[src/hw/rtl/tesp_pkg.sv]
package tesp_pkg;

	typedef enum logic [2:0] {
		MODE_GROUND  = 3'd0,
		MODE_ESCAPE  = 3'd1,
		MODE_CSI     = 3'd2,
		MODE_OSC     = 3'd3,
		MODE_OSC_ESC = 3'd4
	} mode_t;

	typedef enum logic [2:0] {
		KIND_TEXT      = 3'd0,
		KIND_CONTROL   = 3'd1,
		KIND_ESCAPE    = 3'd2,
		KIND_CSI_PARAM = 3'd3,
		KIND_CSI_FINAL = 3'd4,
		KIND_OSC_BYTE  = 3'd5,
		KIND_OSC_END   = 3'd6
	} kind_t;

	typedef enum logic [1:0] {
		SEQ_IDLE = 2'd0,
		SEQ_READ = 2'd1,
		SEQ_EMIT = 2'd2,
		SEQ_END  = 2'd3
	} seq_state_t;

	typedef struct packed {
		logic [2:0] kind;
		logic [7:0] data;
		logic       last;
	} event_t;

	localparam logic [7:0] BYTE_ESC       = 8'h1B;
	localparam logic [7:0] BYTE_BEL       = 8'h07;
	localparam logic [7:0] BYTE_BSLASH    = 8'h5C;
	localparam logic [7:0] BYTE_LBRACKET  = 8'h5B;
	localparam logic [7:0] BYTE_RBRACKET  = 8'h5D;
	localparam logic [7:0] BYTE_CTRL_END  = 8'h20;
	localparam logic [7:0] BYTE_FINAL_LO  = 8'h40;
	localparam logic [7:0] BYTE_FINAL_HI  = 8'h7E;

endpackage

[src/hw/rtl/tesp_byte_if.sv]
interface tesp_byte_if;
	logic       valid;
	logic       ready;
	logic [7:0] in_byte;

	modport source (output valid, output in_byte, input ready);
	modport sink (input valid, input in_byte, output ready);
endinterface

[src/hw/rtl/tesp_event_if.sv]
interface tesp_event_if;
	logic       valid;
	logic       ready;
	logic [2:0] event_kind;
	logic [7:0] event_byte;
	logic       run_last;

	modport source (output valid, output event_kind, output event_byte, output run_last,
		input ready);
	modport sink (input valid, input event_kind, input event_byte, input run_last,
		output ready);
endinterface

[src/hw/rtl/tesp_mem.sv]
module tesp_mem #(
	parameter int DEPTH = 32,
	parameter int AW = 5
) (
	input  logic          clk,
	input  logic          we,
	input  logic [AW-1:0] waddr,
	input  logic [7:0]    wdata,
	input  logic          re,
	input  logic [AW-1:0] raddr,
	output logic [7:0]    rdata
);

	logic [7:0] mem_q [DEPTH];
	logic [7:0] rdata_q;

	always_ff @(posedge clk) begin
		if (we) begin
			mem_q[waddr] <= wdata;
		end
		if (re) begin
			rdata_q <= mem_q[raddr];
		end
	end

	assign rdata = rdata_q;

endmodule

[src/hw/rtl/tesp_out_reg.sv]
module tesp_out_reg (
	input  logic                 clk,
	input  logic                 arst_n,
	input  logic                 load,
	input  tesp_pkg::event_t     ev,
	output logic                 can_load,
	tesp_event_if.source         events
);

	logic             valid_q;
	tesp_pkg::event_t ev_q;

	assign can_load = !valid_q || events.ready;

	always_ff @(posedge clk or negedge arst_n) begin
		if (!arst_n) begin
			valid_q <= 1'b0;
		end else if (load && can_load) begin
			valid_q <= 1'b1;
		end else if (events.ready) begin
			valid_q <= 1'b0;
		end
	end

	always_ff @(posedge clk) begin
		if (load && can_load) begin
			ev_q <= ev;
		end
	end

	assign events.valid      = valid_q;
	assign events.event_kind = ev_q.kind;
	assign events.event_byte = ev_q.data;
	assign events.run_last   = ev_q.last;

endmodule

[src/hw/rtl/terminal_escape_sequence_parser_core.sv]
// A text, control or escape event is offered in the cycle after its byte transfer.
// Throughput: 1 byte per cycle while bytes are buffered or reported directly and the output is not stalled.
// A sequence end with N buffered bytes holds off input until its run is out: each byte
// is read from the buffer (registered RAM read), then loaded into the output register.
// Reset: mode returns to ground, counts clear, output register empties; buffers keep contents.
module terminal_escape_sequence_parser_core #(
	parameter int CSI_DEPTH = 32,
	parameter int OSC_DEPTH = 48
) (
	input  logic         clk,
	input  logic         arst_n,
	tesp_byte_if.sink    host,
	tesp_event_if.source events
);

	localparam int CSI_AW = (CSI_DEPTH > 1) ? $clog2(CSI_DEPTH) : 1;
	localparam int OSC_AW = (OSC_DEPTH > 1) ? $clog2(OSC_DEPTH) : 1;
	localparam int CSI_CW = $clog2(CSI_DEPTH + 1);
	localparam int OSC_CW = $clog2(OSC_DEPTH + 1);
	localparam int RUN_CW = (CSI_CW > OSC_CW) ? CSI_CW : OSC_CW;

	tesp_pkg::mode_t      mode_q, mode_d;
	tesp_pkg::seq_state_t seq_q, seq_d;
	logic [CSI_CW-1:0]    csi_cnt_q, csi_cnt_d;
	logic [OSC_CW-1:0]    osc_cnt_q, osc_cnt_d;
	logic [RUN_CW-1:0]    run_len_q, run_len_d;
	logic [RUN_CW-1:0]    run_idx_q, run_idx_d;
	logic [RUN_CW-1:0]    run_idx_inc;
	logic                 run_osc_q, run_osc_d;
	logic [7:0]           end_byte_q, end_byte_d;

	logic                 can_load;
	logic                 ev_load;
	tesp_pkg::event_t     ev;
	logic                 accept;
	logic [7:0]           b;
	logic                 csi_we, osc_we, csi_re, osc_re;
	logic [7:0]           csi_rdata, osc_rdata;

	assign b           = host.in_byte;
	assign host.ready  = (seq_q == tesp_pkg::SEQ_IDLE) && can_load;
	assign accept      = host.valid && host.ready;
	assign run_idx_inc = run_idx_q + 1'b1;

	tesp_mem #(.DEPTH(CSI_DEPTH), .AW(CSI_AW)) u_csi_mem (
		.clk   (clk),
		.we    (csi_we),
		.waddr (csi_cnt_q[CSI_AW-1:0]),
		.wdata (b),
		.re    (csi_re),
		.raddr (run_idx_q[CSI_AW-1:0]),
		.rdata (csi_rdata)
	);

	tesp_mem #(.DEPTH(OSC_DEPTH), .AW(OSC_AW)) u_osc_mem (
		.clk   (clk),
		.we    (osc_we),
		.waddr (osc_cnt_q[OSC_AW-1:0]),
		.wdata (b),
		.re    (osc_re),
		.raddr (run_idx_q[OSC_AW-1:0]),
		.rdata (osc_rdata)
	);

	tesp_out_reg u_out (
		.clk      (clk),
		.arst_n   (arst_n),
		.load     (ev_load),
		.ev       (ev),
		.can_load (can_load),
		.events   (events)
	);

	always_ff @(posedge clk or negedge arst_n) begin
		if (!arst_n) begin
			mode_q    <= tesp_pkg::MODE_GROUND;
			seq_q     <= tesp_pkg::SEQ_IDLE;
			csi_cnt_q <= '0;
			osc_cnt_q <= '0;
			run_len_q <= '0;
			run_idx_q <= '0;
			run_osc_q <= 1'b0;
		end else begin
			mode_q    <= mode_d;
			seq_q     <= seq_d;
			csi_cnt_q <= csi_cnt_d;
			osc_cnt_q <= osc_cnt_d;
			run_len_q <= run_len_d;
			run_idx_q <= run_idx_d;
			run_osc_q <= run_osc_d;
		end
	end

	always_ff @(posedge clk) begin
		end_byte_q <= end_byte_d;
	end

	always_comb begin
		mode_d     = mode_q;
		seq_d      = seq_q;
		csi_cnt_d  = csi_cnt_q;
		osc_cnt_d  = osc_cnt_q;
		run_len_d  = run_len_q;
		run_idx_d  = run_idx_q;
		run_osc_d  = run_osc_q;
		end_byte_d = end_byte_q;
		csi_we     = 1'b0;
		osc_we     = 1'b0;
		csi_re     = 1'b0;
		osc_re     = 1'b0;
		ev_load    = 1'b0;
		ev         = '{kind: tesp_pkg::KIND_TEXT, data: b, last: 1'b1};

		case (seq_q)
			tesp_pkg::SEQ_IDLE: begin
				if (accept) begin
					case (mode_q)
						tesp_pkg::MODE_ESCAPE: begin
							if (b == tesp_pkg::BYTE_LBRACKET) begin
								csi_cnt_d = '0;
								mode_d    = tesp_pkg::MODE_CSI;
							end else if (b == tesp_pkg::BYTE_RBRACKET) begin
								osc_cnt_d = '0;
								mode_d    = tesp_pkg::MODE_OSC;
							end else begin
								ev_load = 1'b1;
								ev.kind = tesp_pkg::KIND_ESCAPE;
								mode_d  = tesp_pkg::MODE_GROUND;
							end
						end
						tesp_pkg::MODE_CSI: begin
							if (b >= tesp_pkg::BYTE_FINAL_LO && b <= tesp_pkg::BYTE_FINAL_HI) begin
								mode_d     = tesp_pkg::MODE_GROUND;
								run_osc_d  = 1'b0;
								run_len_d  = RUN_CW'(csi_cnt_q);
								run_idx_d  = '0;
								end_byte_d = b;
								seq_d      = (csi_cnt_q == '0) ? tesp_pkg::SEQ_END
									: tesp_pkg::SEQ_READ;
							end else if (csi_cnt_q >= CSI_CW'(CSI_DEPTH)) begin
								csi_cnt_d = '0;
								mode_d    = tesp_pkg::MODE_GROUND;
							end else begin
								csi_we    = 1'b1;
								csi_cnt_d = csi_cnt_q + 1'b1;
							end
						end
						tesp_pkg::MODE_OSC: begin
							if (b == tesp_pkg::BYTE_BEL) begin
								mode_d     = tesp_pkg::MODE_GROUND;
								run_osc_d  = 1'b1;
								run_len_d  = RUN_CW'(osc_cnt_q);
								run_idx_d  = '0;
								end_byte_d = b;
								seq_d      = (osc_cnt_q == '0) ? tesp_pkg::SEQ_END
									: tesp_pkg::SEQ_READ;
							end else if (b == tesp_pkg::BYTE_ESC) begin
								mode_d = tesp_pkg::MODE_OSC_ESC;
							end else if (osc_cnt_q >= OSC_CW'(OSC_DEPTH)) begin
								osc_cnt_d = '0;
								mode_d    = tesp_pkg::MODE_GROUND;
							end else begin
								osc_we    = 1'b1;
								osc_cnt_d = osc_cnt_q + 1'b1;
							end
						end
						tesp_pkg::MODE_OSC_ESC: begin
							mode_d = tesp_pkg::MODE_GROUND;
							if (b == tesp_pkg::BYTE_BSLASH) begin
								run_osc_d  = 1'b1;
								run_len_d  = RUN_CW'(osc_cnt_q);
								run_idx_d  = '0;
								end_byte_d = b;
								seq_d      = (osc_cnt_q == '0) ? tesp_pkg::SEQ_END
									: tesp_pkg::SEQ_READ;
							end
						end
						default: begin
							mode_d = tesp_pkg::MODE_GROUND;
							if (b == tesp_pkg::BYTE_ESC) begin
								mode_d = tesp_pkg::MODE_ESCAPE;
							end else if (b < tesp_pkg::BYTE_CTRL_END) begin
								ev_load = 1'b1;
								ev.kind = tesp_pkg::KIND_CONTROL;
							end else begin
								ev_load = 1'b1;
								ev.kind = tesp_pkg::KIND_TEXT;
							end
						end
					endcase
				end
			end
			tesp_pkg::SEQ_READ: begin
				csi_re = !run_osc_q;
				osc_re = run_osc_q;
				seq_d  = tesp_pkg::SEQ_EMIT;
			end
			tesp_pkg::SEQ_EMIT: begin
				ev_load = 1'b1;
				ev.kind = run_osc_q ? tesp_pkg::KIND_OSC_BYTE : tesp_pkg::KIND_CSI_PARAM;
				ev.data = run_osc_q ? osc_rdata : csi_rdata;
				ev.last = 1'b0;
				if (can_load) begin
					run_idx_d = run_idx_inc;
					seq_d     = (run_idx_inc == run_len_q) ? tesp_pkg::SEQ_END
						: tesp_pkg::SEQ_READ;
				end
			end
			tesp_pkg::SEQ_END: begin
				ev_load = 1'b1;
				ev.kind = run_osc_q ? tesp_pkg::KIND_OSC_END : tesp_pkg::KIND_CSI_FINAL;
				ev.data = end_byte_q;
				ev.last = 1'b1;
				if (can_load) begin
					seq_d = tesp_pkg::SEQ_IDLE;
				end
			end
			default: begin
				seq_d = tesp_pkg::SEQ_IDLE;
			end
		endcase
	end

`ifndef ASSERT_OFF
	a_no_write_in_run: assert property (@(posedge clk) disable iff (!arst_n)
		(seq_q != tesp_pkg::SEQ_IDLE) |-> !(csi_we || osc_we))
		else $error("buffer written during run readout");

	a_csi_cnt_bound: assert property (@(posedge clk) disable iff (!arst_n)
		csi_cnt_q <= CSI_CW'(CSI_DEPTH))
		else $error("csi count above depth");

	a_osc_cnt_bound: assert property (@(posedge clk) disable iff (!arst_n)
		osc_cnt_q <= OSC_CW'(OSC_DEPTH))
		else $error("osc count above depth");

	a_idx_in_run: assert property (@(posedge clk) disable iff (!arst_n)
		(seq_q == tesp_pkg::SEQ_READ || seq_q == tesp_pkg::SEQ_EMIT)
		|-> (run_idx_q < run_len_q))
		else $error("run index past run length");

	a_emit_after_read: assert property (@(posedge clk) disable iff (!arst_n)
		(seq_q == tesp_pkg::SEQ_EMIT) |-> ($past(seq_q) == tesp_pkg::SEQ_READ
		|| $past(seq_q) == tesp_pkg::SEQ_EMIT))
		else $error("emit without buffer read");
`endif

endmodule

[src/flat_wrapper.sv]
// flat-port wrapper written by rule: the top's interface ports become plain ports
module terminal_escape_sequence_parser_core_flat 
#(
	parameter int CSI_DEPTH = 32,
	parameter int OSC_DEPTH = 48
)
  (clk, arst_n, host_valid, host_in_byte, host_ready, events_valid, events_event_kind, events_event_byte, events_run_last, events_ready);
  tesp_byte_if host_i ();
  tesp_event_if events_i ();
  input  logic clk;
  input  logic arst_n;
  input wire logic [$bits(host_i.valid)-1:0] host_valid;
  input wire logic [$bits(host_i.in_byte)-1:0] host_in_byte;
  output wire logic [$bits(host_i.ready)-1:0] host_ready;
  output wire logic [$bits(events_i.valid)-1:0] events_valid;
  output wire logic [$bits(events_i.event_kind)-1:0] events_event_kind;
  output wire logic [$bits(events_i.event_byte)-1:0] events_event_byte;
  output wire logic [$bits(events_i.run_last)-1:0] events_run_last;
  input wire logic [$bits(events_i.ready)-1:0] events_ready;
  assign host_i.valid = host_valid;
  assign host_i.in_byte = host_in_byte;
  assign host_ready = host_i.ready;
  assign events_valid = events_i.valid;
  assign events_event_kind = events_i.event_kind;
  assign events_event_byte = events_i.event_byte;
  assign events_run_last = events_i.run_last;
  assign events_i.ready = events_ready;
  terminal_escape_sequence_parser_core #(.CSI_DEPTH(CSI_DEPTH), .OSC_DEPTH(OSC_DEPTH)) u_core (.clk(clk), .arst_n(arst_n), .host(host_i), .events(events_i));
endmodule
[config.mk]
export PLATFORM = sky130hd
export DESIGN_NAME = terminal_escape_sequence_parser_core_flat
export DESIGN_NICKNAME = d
export VERILOG_FILES = /design/src/hw/rtl/tesp_pkg.sv /design/src/hw/rtl/tesp_byte_if.sv /design/src/hw/rtl/tesp_event_if.sv /design/src/hw/rtl/tesp_mem.sv /design/src/hw/rtl/tesp_out_reg.sv /design/src/hw/rtl/terminal_escape_sequence_parser_core.sv /design/src/flat_wrapper.sv
export SDC_FILE = /design/constraint.sdc
export NUM_CORES = 1
export LEC_CHECK = 0
export BUFFER_PORTS_ARGS = -buffer_cell sky130_fd_sc_hd__buf_4
export CORE_UTILIZATION = 45
export DETAILED_ROUTE_END_ITERATION = 12
export SKIP_CTS_REPAIR_TIMING = 1
export SKIP_LAST_GASP = 1
export SLEW_MARGIN = 20
export SYNTH_ARGS = -nofsm -noshare
export SYNTH_HDL_FRONTEND = slang
export SYNTH_SLANG_ARGS = --single-unit
[constraint.sdc]
create_clock -name clk -period 2.45 [get_ports clk]
set_clock_uncertainty 0.1 [all_clocks]
set_input_delay 0.49 -clock clk [delete_from_list [all_inputs] [get_ports clk]]
set_output_delay 0.49 -clock clk [all_outputs]
set_load 0.005 [all_outputs]
Word level (Yosys, flattened, before mapping)

Memory sizes are Yosys's and may differ from the RTL's. A register that Yosys moved wholly into a read port is not among the register bits.
Cells that the tools add are included.

Bits of input ports: 12
Memories kept: 2
Logic and storage cells: 161
Output and inout port bits: 14
Register bits: 51
Bits in writable memories: 640

Memory list:

| name                   | depth | width | read ports | clocked after Yosys merged registers in | wr ports | RTL line       | RTL |
|---|---|---|---|---|---|---|---|
| u_core.u_osc_mem.mem_q | 48    | 8     | 1          | 1                                       | 1        | tesp_mem.sv:14 | `logic [7:0] mem_q [DEPTH];` |
| u_core.u_csi_mem.mem_q | 32    | 8     | 1          | 1                                       | 1        | tesp_mem.sv:14 |  |

Magnitude comparators: 5
Add/subtract/negate cells: 3
Muxes and demuxes: 85
Reduce and logical (&&, ||, !) cells: 23
Eq/ne operators: 31

Operators with widths:

| cell                                                                             | count |
|---|---|
| 6-bit two-way mux                                                                | 16 |
| 6-bit one-hot mux with 2 select lines                                            | 3 |
| 6-bit one-hot mux with 3 select lines                                            | 2 |
| 8-bit two-way mux                                                                | 4 |
| 3-bit two-way mux                                                                | 10 |
| 1-bit two-way mux                                                                | 28 |
| 8-bit by 7-bit == test with 1-bit output, second input constant                  | 3 |
| 2-bit two-way mux                                                                | 12 |
| 8-bit one-hot mux with 3 select lines                                            | 1 |
| 7-bit AND reduction                                                              | 3 |
| 6-bit by 1-bit adder with 6-bit output, second input constant                    | 3 |
| 9-bit one-hot mux with 2 select lines                                            | 1 |
| 2-bit by 1-bit != test with 1-bit output, second input constant                  | 8 |
| 6-bit >= comparator, second input constant                                       | 2 |
| 6-bit zero test                                                                  | 2 |
| 3-bit one-hot mux with 4 select lines                                            | 1 |
| 3-bit != test, second input constant                                             | 3 |
| 3-bit one-hot mux with 3 select lines                                            | 1 |
| 8-bit by 3-bit == test with 1-bit output, second input constant                  | 1 |
| 8-bit by 5-bit == test with 1-bit output, second input constant                  | 1 |
| 8-bit by 7-bit >= comparator with 1-bit output, second input constant            | 1 |
| 8-bit by 7-bit less-or-equal comparator with 1-bit output, second input constant | 1 |
| 8-bit by 6-bit < comparator with 1-bit output, second input constant             | 1 |
| 2-bit != test, second input constant                                             | 4 |
| other kinds (25)                                                                 | 35 |

Longest topological paths before layout

Gate-level depths: netlist (run 1).

Word-level depth: 9
Depth in mapped cells: 10
Mapped depth without buffers: 6

Modules after synthesis

Synthesis (run 1) repeated with hierarchy kept, for this count alone.

Cell total of the unflattened synthesis: 1,510
Area, all modules: 28,554.9 um^2

By module, submodules not included:

| module                               | sequential area each (um^2) | cells an instance | instances | area each (um^2) |
|---|---|---|---|---|
| tesp_mem (u_core.u_osc_mem)          | 11,771.3                    | 790               | 1         | 15,414.8 |
| tesp_mem (u_core.u_csi_mem)          | 7,927.6                     | 417               | 1         | 10,133.5 |
| terminal_escape_sequence_parser_core | 991.0                       | 287               | 1         | 2,592.5 |
| tesp_out_reg                         | 385.4                       | 16                | 1         | 414.1 |

Worst setup path before layout (run 1)

Ideal clock, no wire load.

Kind: input to register
From: input events_ready
To: memory u_core.u_osc_mem.mem_q[40][0], enable pin
Data arrival time: 2,198 ps
Stages: 6
Path slack: -218 ps
Library setup time: 370 ps
Data required time: 1,980 ps
Path buffers: 1
Cells stage by stage: nand2b_1 > clkbuf_1 > nand3_1 > nor3_1 > nand3_1 > nor2_1

Cells in the longest elaborated chain, start to end: 7

Ends and longest elaborated chain:

| what                                    | RTL line                                    | RTL |
|---|---|---|
| from (decl)                             | flat_wrapper.sv:19                          | `input wire logic [$bits(events_i.ready)-1:0] events_ready;` |
| 1-bit logical OR                        | tesp_out_reg.sv:13                          | `assign can_load = !valid_q \|\| events.ready;` |
| 1-bit logical AND                       | terminal_escape_sequence_parser_core.sv:41  | `assign host.ready = (seq_q == tesp_pkg::SEQ_IDLE) && can_load;` |
| 1-bit logical AND                       | terminal_escape_sequence_parser_core.sv:42  | `assign accept = host.valid && host.ready;` |
| 1-bit two-way mux                       | terminal_escape_sequence_parser_core.sv:116 | `if (accept) begin` |
| 1-bit two-way mux                       | terminal_escape_sequence_parser_core.sv:114 | `case (seq_q)` |
| 1-bit two-way mux                       | tesp_mem.sv:18                              | `if (we) begin` |
| 1-bit two-way mux (not written as such) | tesp_mem.sv:19                              | `mem_q[waddr] <= wdata;` |
| to (decl)                               | tesp_mem.sv:14                              |  |

Every way passes these cells.

==> metrics.md, run 1 <==
| Metric | Value |
|---|---|
| Outcome | finished with violations |
| Failing checks | negative setup slack |
| R2r startpoint | u_core.run_idx_q[0] |
| DRT iter0 DRCs | approximately 1,300 |
| Antenna cells | 0 |
| Cell variety after synth | 69 |
| Arrival time at the worst endpoint | just under 3 ns |
| Clock root cell | clkbuf_16 |
| Dpl hpwl | 43.4 mm |
| Post-synthesis compound-gate area fraction | 4.60% |
| Antenna viol nets, final | 0 |
| Cell mode on critical path | mux4_2 |
| Die area | 64,400 sq um |
| Post-Synth Simple-Gate Area | about 4.3% |
| Warnings from Yosys | 0 |
| DR vias/cell | between 5 and 6 |
| Reg2Reg Setup Slack | -0.19 ns |
| # nets final | 1,756 |
| Final worst slack | -0.187 ns |
| Adder-cell share of the synthesized area | less than 1% |
| Core area | about 62,000 sq um |
| Sw power | 10.3 mW |
| Post-synth EDFFs | 676 |
| Syn Inst Count | 1,511 |
| Total CTS buffers | 73 |
| Endpoints failing setup | 33 |
| Power Density | between 1000 and 1500 nW/um^2 |
| Worst-case clock buffer depth | 3 |
| Max Cap Violations | 0 |
| Synth area leaders | edfxtp_1, mux4_2, mux2i_1 |
| Final Max Tran Viols | 0 |
| Cell Int Power | 24.8 mW |
| WL/cell | 25.9 um |
| Proportion of netlist area held by the largest area contributor | 71.2% |
| Clock transition at path regs | 0.07 ns |
| Top Ports | 26 |
| Fin crit share | 108% |
| Vias | 15,100 |
| RSZ-0062 raised after global routing | yes |
| Sum Neg Setup Slack | -2.56 ns |
| Slowest stage delay, CP | 0.56 ns |
| WHS | 0.186 ns |
| Via count of the first global-routing pass | ~15,000 |
| PortBufs | 25 |
| Xor-xnor portion of the synthesized cell area | 0.215% |
| Final Hold Vio Count | 0 |
| Worst Setup End Kind | flip-flop |
| CTS tree | yes |
| First-pass GRT wire length | 99.2 mm |
| Largest net degree at the start of global routing | 83 |
| Commonest non-fill, non-tap cell in the layout | edfxtp_1 |
| Total wire length | 68.1 mm |
| # rows | 91 |
| Initial antenna violation count | 0 |
| Pleak | 11.3 nW |
| Hold_sp | host_in_byte[5] |
| Tmin final | between 2 and 3 ns |
| Syn_area_per_cell | 18.9 sq um |
| Overflow after GRT | 0 |
| Crit Path Max Fanout | 8 |
| Clock share of power | between 20% and 30% |
| Reg power frac | between 30% and 40% |
| Setup crit start kind | flip-flop |
| GRT Total Usage | 21.4% |
| First-pass iteration count of the detailed router | 5 |
| Critical path class | reg -> reg |
| Sequential-to-total area share from yosys stat | 73.9% |
| Die H | 254 um |
| Initial Util | 45.9% |
| Worst IR Drop VDD | 0.465 mV |
| DRC | 0 |
| Net Sw Frac | 29.2% |
| Design Power | between 30 and 40 mW |
| Final Wtd Congestion | 0.888 |
| Share of cells above drive strength 1 | 32.5% |
| RR Endpoint | u_core.u_osc_mem.rdata[2] |
| Highest-count cells in the layout ignoring fill and taps | edfxtp_1, buf_4, mux4_2 |
| Worst hold path class | in -> reg |
| Relative slew slack | 35.8% |
| Mux contribution to synthesized area | ~15% |
| Slew @ Worst Pin | 0.963 ns |
| Hold Path Depth | 2 |
| Logic pwr share | 30.5% |
| Critical path's slowest cell | mux4_2 |
| Largest family of logic cells by synthesized area | multiplexers |
| Syn Nets | 1,530 |
| Post-synth ARST share | 4.38% |
| Width of the die | 254 um |
| Seq cells post-synth | slightly above 700 |
| Hold Path Sink | u_core.end_byte_q[5] |
| Fmax | 0.379 GHz |
| Worst-Skew Late Latency | about 0.61 ns |
| Yosys top cell by area | edfxtp_1 |
| Commonest register cell after synthesis | edfxtp_1 |
| # clock sinks | 707 |
| P&R area growth vs syn | 20.5% |
| Cell Area, Synth | about 29,000 sq um |
| H-tree Lvls | 3 |
| CP cell instances | buf_12 > buf_16 > mux4_2 > mux4_2 > a221o_1 |
| Worst Path Required | 2.71 ns |
| Worst reg2reg path depth | 5 |
==> sequential cells by signal, summed over array words and instances, names as in the netlist <==
signal                          count
u_core.u_out.events.event_kind      3
u_core.u_out.events.event_byte      8
u_core.u_osc_mem.rdata              8
u_core.u_out.events.valid           1
u_core.run_osc_q                    1
u_core.end_byte_q                   8
u_core.u_osc_mem.mem_q            384
u_core.u_out.events.run_last        1
u_core.run_idx_q                    6
u_core.osc_cnt_q                    6
u_core.mode_q                       3
u_core.u_csi_mem.rdata              8
u_core.run_len_q                    6
u_core.u_csi_mem.mem_q            256
u_core.csi_cnt_q                    6
u_core.seq_q                        2
==> worst max-delay path by stage <==
| stage | startpoint | to | slack [ns] | cells after the start |
|---|---|---|---|---|
| floorplan | events_ready | u_core.u_osc_mem.mem_q[22][0] | -0.14 | 6 |
| global placement | events_ready | u_core.u_osc_mem.mem_q[22][4] | -0.22 | 7 |
| detailed placement | events_ready | u_core.u_osc_mem.mem_q[18][5] | -0.30 | 8 |
| CTS | u_core.run_idx_q[0] | u_core.u_csi_mem.rdata[3] | -0.27 | 7 |
| global route | u_core.run_idx_q[0] | u_core.u_osc_mem.rdata[2] | -0.22 | 5 |
| finish | u_core.run_idx_q[0] | u_core.u_osc_mem.rdata[2] | -0.19 | 5 |
==> power by group through the flow <==
| stage | registers (mW) | clock network (mW) | logic (mW) |
|---|---|---|---|
| 2_1_floorplan | 14.0 | 0 | 6.59 |
| 3_3_place_gp | 14.3 | 0 | 9.86 |
| 3_5_place_dp | 14.3 | 0 | 9.96 |
| 4_1_cts | 14.0 | 10.6 | 9.99 |
| 5_1_grt | 14.0 | 11.0 | 11.5 |
| 6_report | 14.0 | 10.4 | 10.7 |
==> layer usage <==
| metal | part of all wire (%) | GRT usage (%) | wire length (um) | up-vias |
|---|---|---|---|---|
| met4 | 2.2 | 6.68 | 1510 | 0 |
| met3 | 7.4 | 4.42 | 5050 | 87 |
| li1 | - | - | - | 6642 |
| met5 | 0 | 0 | 0 | - |
| met1 | 43 | 30.7 | 29600 | 7797 |
| met2 | 47 | 33.1 | 32000 | 530 |
==> kinds of logic after synthesis <==
| group | count (synthesis) |
|---|---|
| simple gates | 254 |
| fa+ha+maj | 7 |
| buf+inv | 104 |
| mux | 247 |
| compound gates | 185 |
| xor+xnor | 7 |
| flops | 707 |
==> critical path: cells and delay by family, from the launching register on <==
| family | cells | cell delay (ns) |
|---|---|---|
| AOI/OAI and AO/OA | 1 | 0.34 |
| buffers and inverters | 2 | 0.32 |
| DFF | 1 | 0.52 |
| muxes | 2 | 1.10 |
==> per-stage QoR <==
stage	util (%)	cell area [sq um]	setup slack, ns	cells
2_1_floorplan	-	28700	-0.138	1511
3_3_place_gp	50.9	31700	-0.221	2480
3_5_place_dp	50.9	31700	-0.305	2480
4_1_cts	54.5	33900	-0.272	2610
5_1_grt	55.3	34400	-0.221	2629
6_report	55.3	34400	-0.187	2629
==> layout make-up <==
cell class              count  area (sq um)
fillers                  4793         27800
clock inverters            35           279
repair buffers            243          2750
well taps                 837          1050
flip-flops and latches    707         21100
inverters                  12          45.0
multi-input cells         700          7230
clock buffers              95          1930
==> Yosys cell counts (all sizes together) (8+ instances only) <==
cell type and count:
a211oi 10, nand2 48, a221oi 8, a221o 8
mux2 11, a21oi 21, nand2b 12, o22ai 17
buf 47, a21boi 8, mux2i 100, o31ai 18
o221ai 25, nor3 17, dfrtp 31, nand3 13
nor2b 13, clkbuf 45, o21ai 39, edfxtp 676
nor4 11, nor2 104, inv 12, mux4 136
Note: power is estimated with default switching activity, not from simulation.
==> run 2: changes to the inputs <==
ABC_AREA = 1   (was default)
SKIP_CTS_REPAIR_TIMING = default   (was 1)
==> metrics.md, run 2 <==
| Metric | Value |
|---|---|
| Dpl hpwl | 49.2 mm (+13%) |
| PortBufs | 25 (unchanged) |
| WL/cell | 22.0 um (-15%) |
| Worst hold path class | in -> reg |
| Final Hold Vio Count | 0 (unchanged) |
| Top Registers | u_core.u_osc_mem.mem_q x384, u_core.u_csi_mem.mem_q x256 |
| Post-synth ARST share | 4.38% (unchanged) |
| Fin area | 33,800 sq um (-1.6%) |
| Yosys top cell by area | edfxtp_1 |
| Width of the die | 256 um (+1.0%) |
| Xor-xnor portion of the synthesized cell area | 0.0301% (-0.18 points) |
| Dpl cells | 3,466 (+40%) |
| Total CTS buffers | 74 (+1.4%) |
| Post-DP Area | 31,400 sq um (-0.94%) |
| CTS tree | yes |
| Most flops, register | u_core.u_osc_mem.mem_q |
| Share of cells above drive strength 1 | 12.3% (-20 points) |
| Post-CTS Setup Bufs | 0 |
| Clock root cell | clkbuf_16 |
| Post-synth top cells | nand2_1, edfxtp_1, nor2_1, nand3_1, o21ai_0 |
| Final worst slack | 0.0519 ns (+0.239 ns) |
| Worst Setup End Kind | flip-flop |
| Core area | 63,400 sq um (+2.0%) |
| First-pass iteration count of the detailed router | 6 (+1) |
| Die H | 256 um (+1.0%) |
| Cell variety after synth | 33 (-52%) |
| Critical path class | reg -> reg |
| Max Cap Violations | 0 (unchanged) |
| Pleak | 12.4 nW (+10%) |
| Overflow after GRT | 0 (unchanged) |
| Worst reg2reg path depth | 7 (+2) |
| Fmax | 0.417 GHz (+10%) |
| Worst-Skew Late Latency | 0.63 ns (+0.02 ns) |
| Warnings from Yosys | 0 (unchanged) |
| Worst-case clock buffer depth | 3 (unchanged) |
| Slew @ Worst Pin | 0.863 ns (-0.0999 ns) |
| Hold Path Depth | 1 (-1) |
| Fin crit share | 97.9% (-9.7 points) |
| Syn Nets | 2,568 (+68%) |
| Reg2Reg Setup Slack | 0.05 ns (+0.24 ns) |
| Proportion of netlist area held by the largest area contributor | 69.8% (-1.4 points) |
| Top-count cell post-synth | nand2_1 |
| Commonest register cell after synthesis | edfxtp_1 |
| WHS | 0.0648 ns (-0.122 ns) |
| Outcome | finished clean |
| Arrival time at the worst endpoint | 2.76 ns (-0.14 ns) |
| Post-synth EDFFs | 676 (unchanged) |
| Die area | 65,700 sq um (+2.0%) |
| CP cell instances | buf_16 > o21ai_0 > o22ai_1 > nand2_1 > nand2_1 > nand3_1 > nand2_1 |
| Largest net degree at the start of global routing | 148 (+78%) |
| # clock sinks | 707 (unchanged) |
| Critical path's slowest cell | dfrtp_4 |
| Worst IR Drop VDD | 0.735 mV (+58%) |
| Relative slew slack | 42.4% (+6.7 points) |
| DRT iter0 DRCs | 2,289 (+79%) |
| Slowest stage delay, CP | 0.58 ns (+0.02 ns) |
| P&R area growth vs syn | 16.2% |
| Top Ports | 26 (unchanged) |
| Setup WS pre-CTS | 0.0329 ns (+0.338 ns) |
| Final Max Tran Viols | 0 (unchanged) |
| DR vias/cell | 5.59 (-2.4%) |
| Highest-count cells in the layout ignoring fill and taps | nand2_1, edfxtp_1, nor2_1 |
| Seq cells post-synth | 707 (unchanged) |
| Clock transition at path regs | 0.06 ns (about the same) |
| Largest family of logic cells by synthesized area | simple AND/OR/NAND/NOR gates |
| H-tree Lvls | 3 (unchanged) |
| Sequential-to-total area share from yosys stat | 72.4% (-1.5 points) |
| # nets final | 2,719 (+55%) |
| First-pass GRT wire length | 119 mm (+21%) |
| Layout Cells excl Fill | 3,604 (+37%) |
| RSZ-0062 raised after global routing | yes |
| Cell Area, Synth | 29,100 sq um (+2.0%) |
| Vias | 20,100 (+34%) |
| Mux contribution to synthesized area | 0% (-15 points) |
| Total wire length | 79.1 mm (+16%) |
| Syn_area_per_cell | 11.4 sq um (-40%) |
| Initial Util | 45.9% (about the same) |
| Post-synthesis compound-gate area fraction | 6.36% (+1.8 points) |
| Syn Inst Count | 2,549 (+69%) |
| Antenna viol nets, final | 0 (unchanged) |
| GRT Total Usage | 24.2% (+2.8 points) |
| # rows | 92 (+1.1%) |
| Initial antenna violation count | 3 (+3) |
| Adder-cell share of the synthesized area | 0.301% (-0.0061 points) |
| Tmin final | 2.40 ns (-0.239 ns) |
| Setup crit start kind | flip-flop |
| Post-Synth Simple-Gate Area | 18.1% (+14 points) |
| DRC | 0 (unchanged) |
| Endpoints failing setup | 0 (-100%) |
| Crit Path Max Fanout | 147 (+139) |
| Via count of the first global-routing pass | 19,800 (+32%) |
| Core Util, Final | 53.3% (-2.0 points) |
| Cell mode on critical path | nand2_1 |
| Max reg flops | 384 (unchanged) |
| Filler instances | 5,422 (+13%) |
| Final Wtd Congestion | 0.894 (+0.64%) |
| Commonest non-fill, non-tap cell in the layout | nand2_1 |
| Worst Path Required | 2.81 ns (+0.10 ns) |
| Power Density | 753 nW/um^2 (-26%) |
| Synth area leaders | edfxtp_1, nand2_1, nand3_1 |
[run 2: area by class of cell]
| type | count | area [sq um] | area share [%] |
|---|---|---|---|
| sequential | 707 | 21100 | 62.4 |
| clock buffer | 87 | 1930 | 5.71 |
| multi-input combinational | 1646 | 7230 | 21.4 |
| timing repair buffer | 210 | 1820 | 5.38 |
| tap | 846 | 1060 | 3.13 |
| antenna | 1 | 2.50 | 0.00740 |
| inverter | 61 | 245 | 0.725 |
| clock inverter | 46 | 438 | 1.30 |
[run 2: critical path: cells and delay by family (launching register included)]
| kind | cells | cell delay (ns) |
|---|---|---|
| AND/OR/NAND/NOR | 4 | 0.54 |
| flip-flops | 1 | 0.58 |
| buffers and inverters | 1 | 0.40 |
| AO/OA/AOI/OAI | 2 | 0.44 |
[run 2: power breakdown]
group	internal [mW]	total, mW	switching, mW
Clock	6.40	11.0	4.64
Sequential	13.3	13.4	0.0521
Combinational	0.281	1.04	0.760
[run 2: final timing paths]
check / to / start
setup / recovery: u_core.u_csi_mem.rdata[0] / u_core.run_idx_q[0]
hold / removal: u_core.u_csi_mem.mem_q[0][2] / host_in_byte[2]
setup reg to reg: u_core.u_csi_mem.rdata[0] / u_core.run_idx_q[0]
hold reg to reg: u_core.run_len_q[1] / u_core.run_len_q[1]
max in group asynchronous: u_core.run_idx_q[0] / arst_n
min in group asynchronous: u_core.seq_q[1] / arst_n
[run 2: per-layer routing]
metal  track usage [%]  wire length, um  vias up
met4              8.13             2410        4
met2              39.5            37900      858
li1                  -                -     9270
met1              33.1            33200     9874
met5                 0               27        -
met3              3.96             5570      142
[run 2: timing repair]
item,in CTS,in global routing
endpoints found under the setup margin,0,93
gates resized for setup,0,5
endpoints found under the hold margin,34,0
hold buffers,4,0
[run 2: metrics by stage]
stage / total power [mW] / setup TNS, ns
detailed placement: 14.6 / 0
global route: 26.1 / -0.0100
floorplan: 14.0 / 0
finish: 25.4 / 0
CTS: 25.6 / 0
global placement: 14.6 / 0
[run 2: cells by family after synthesis]
kind of cell	Yosys count
XOR/XNOR	1
AO/OA/AOI/OAI	344
adder cells (fa/ha/maj)	7
buffers and inverters	196
flip-flops	707
AND/OR/NAND/NOR	1294
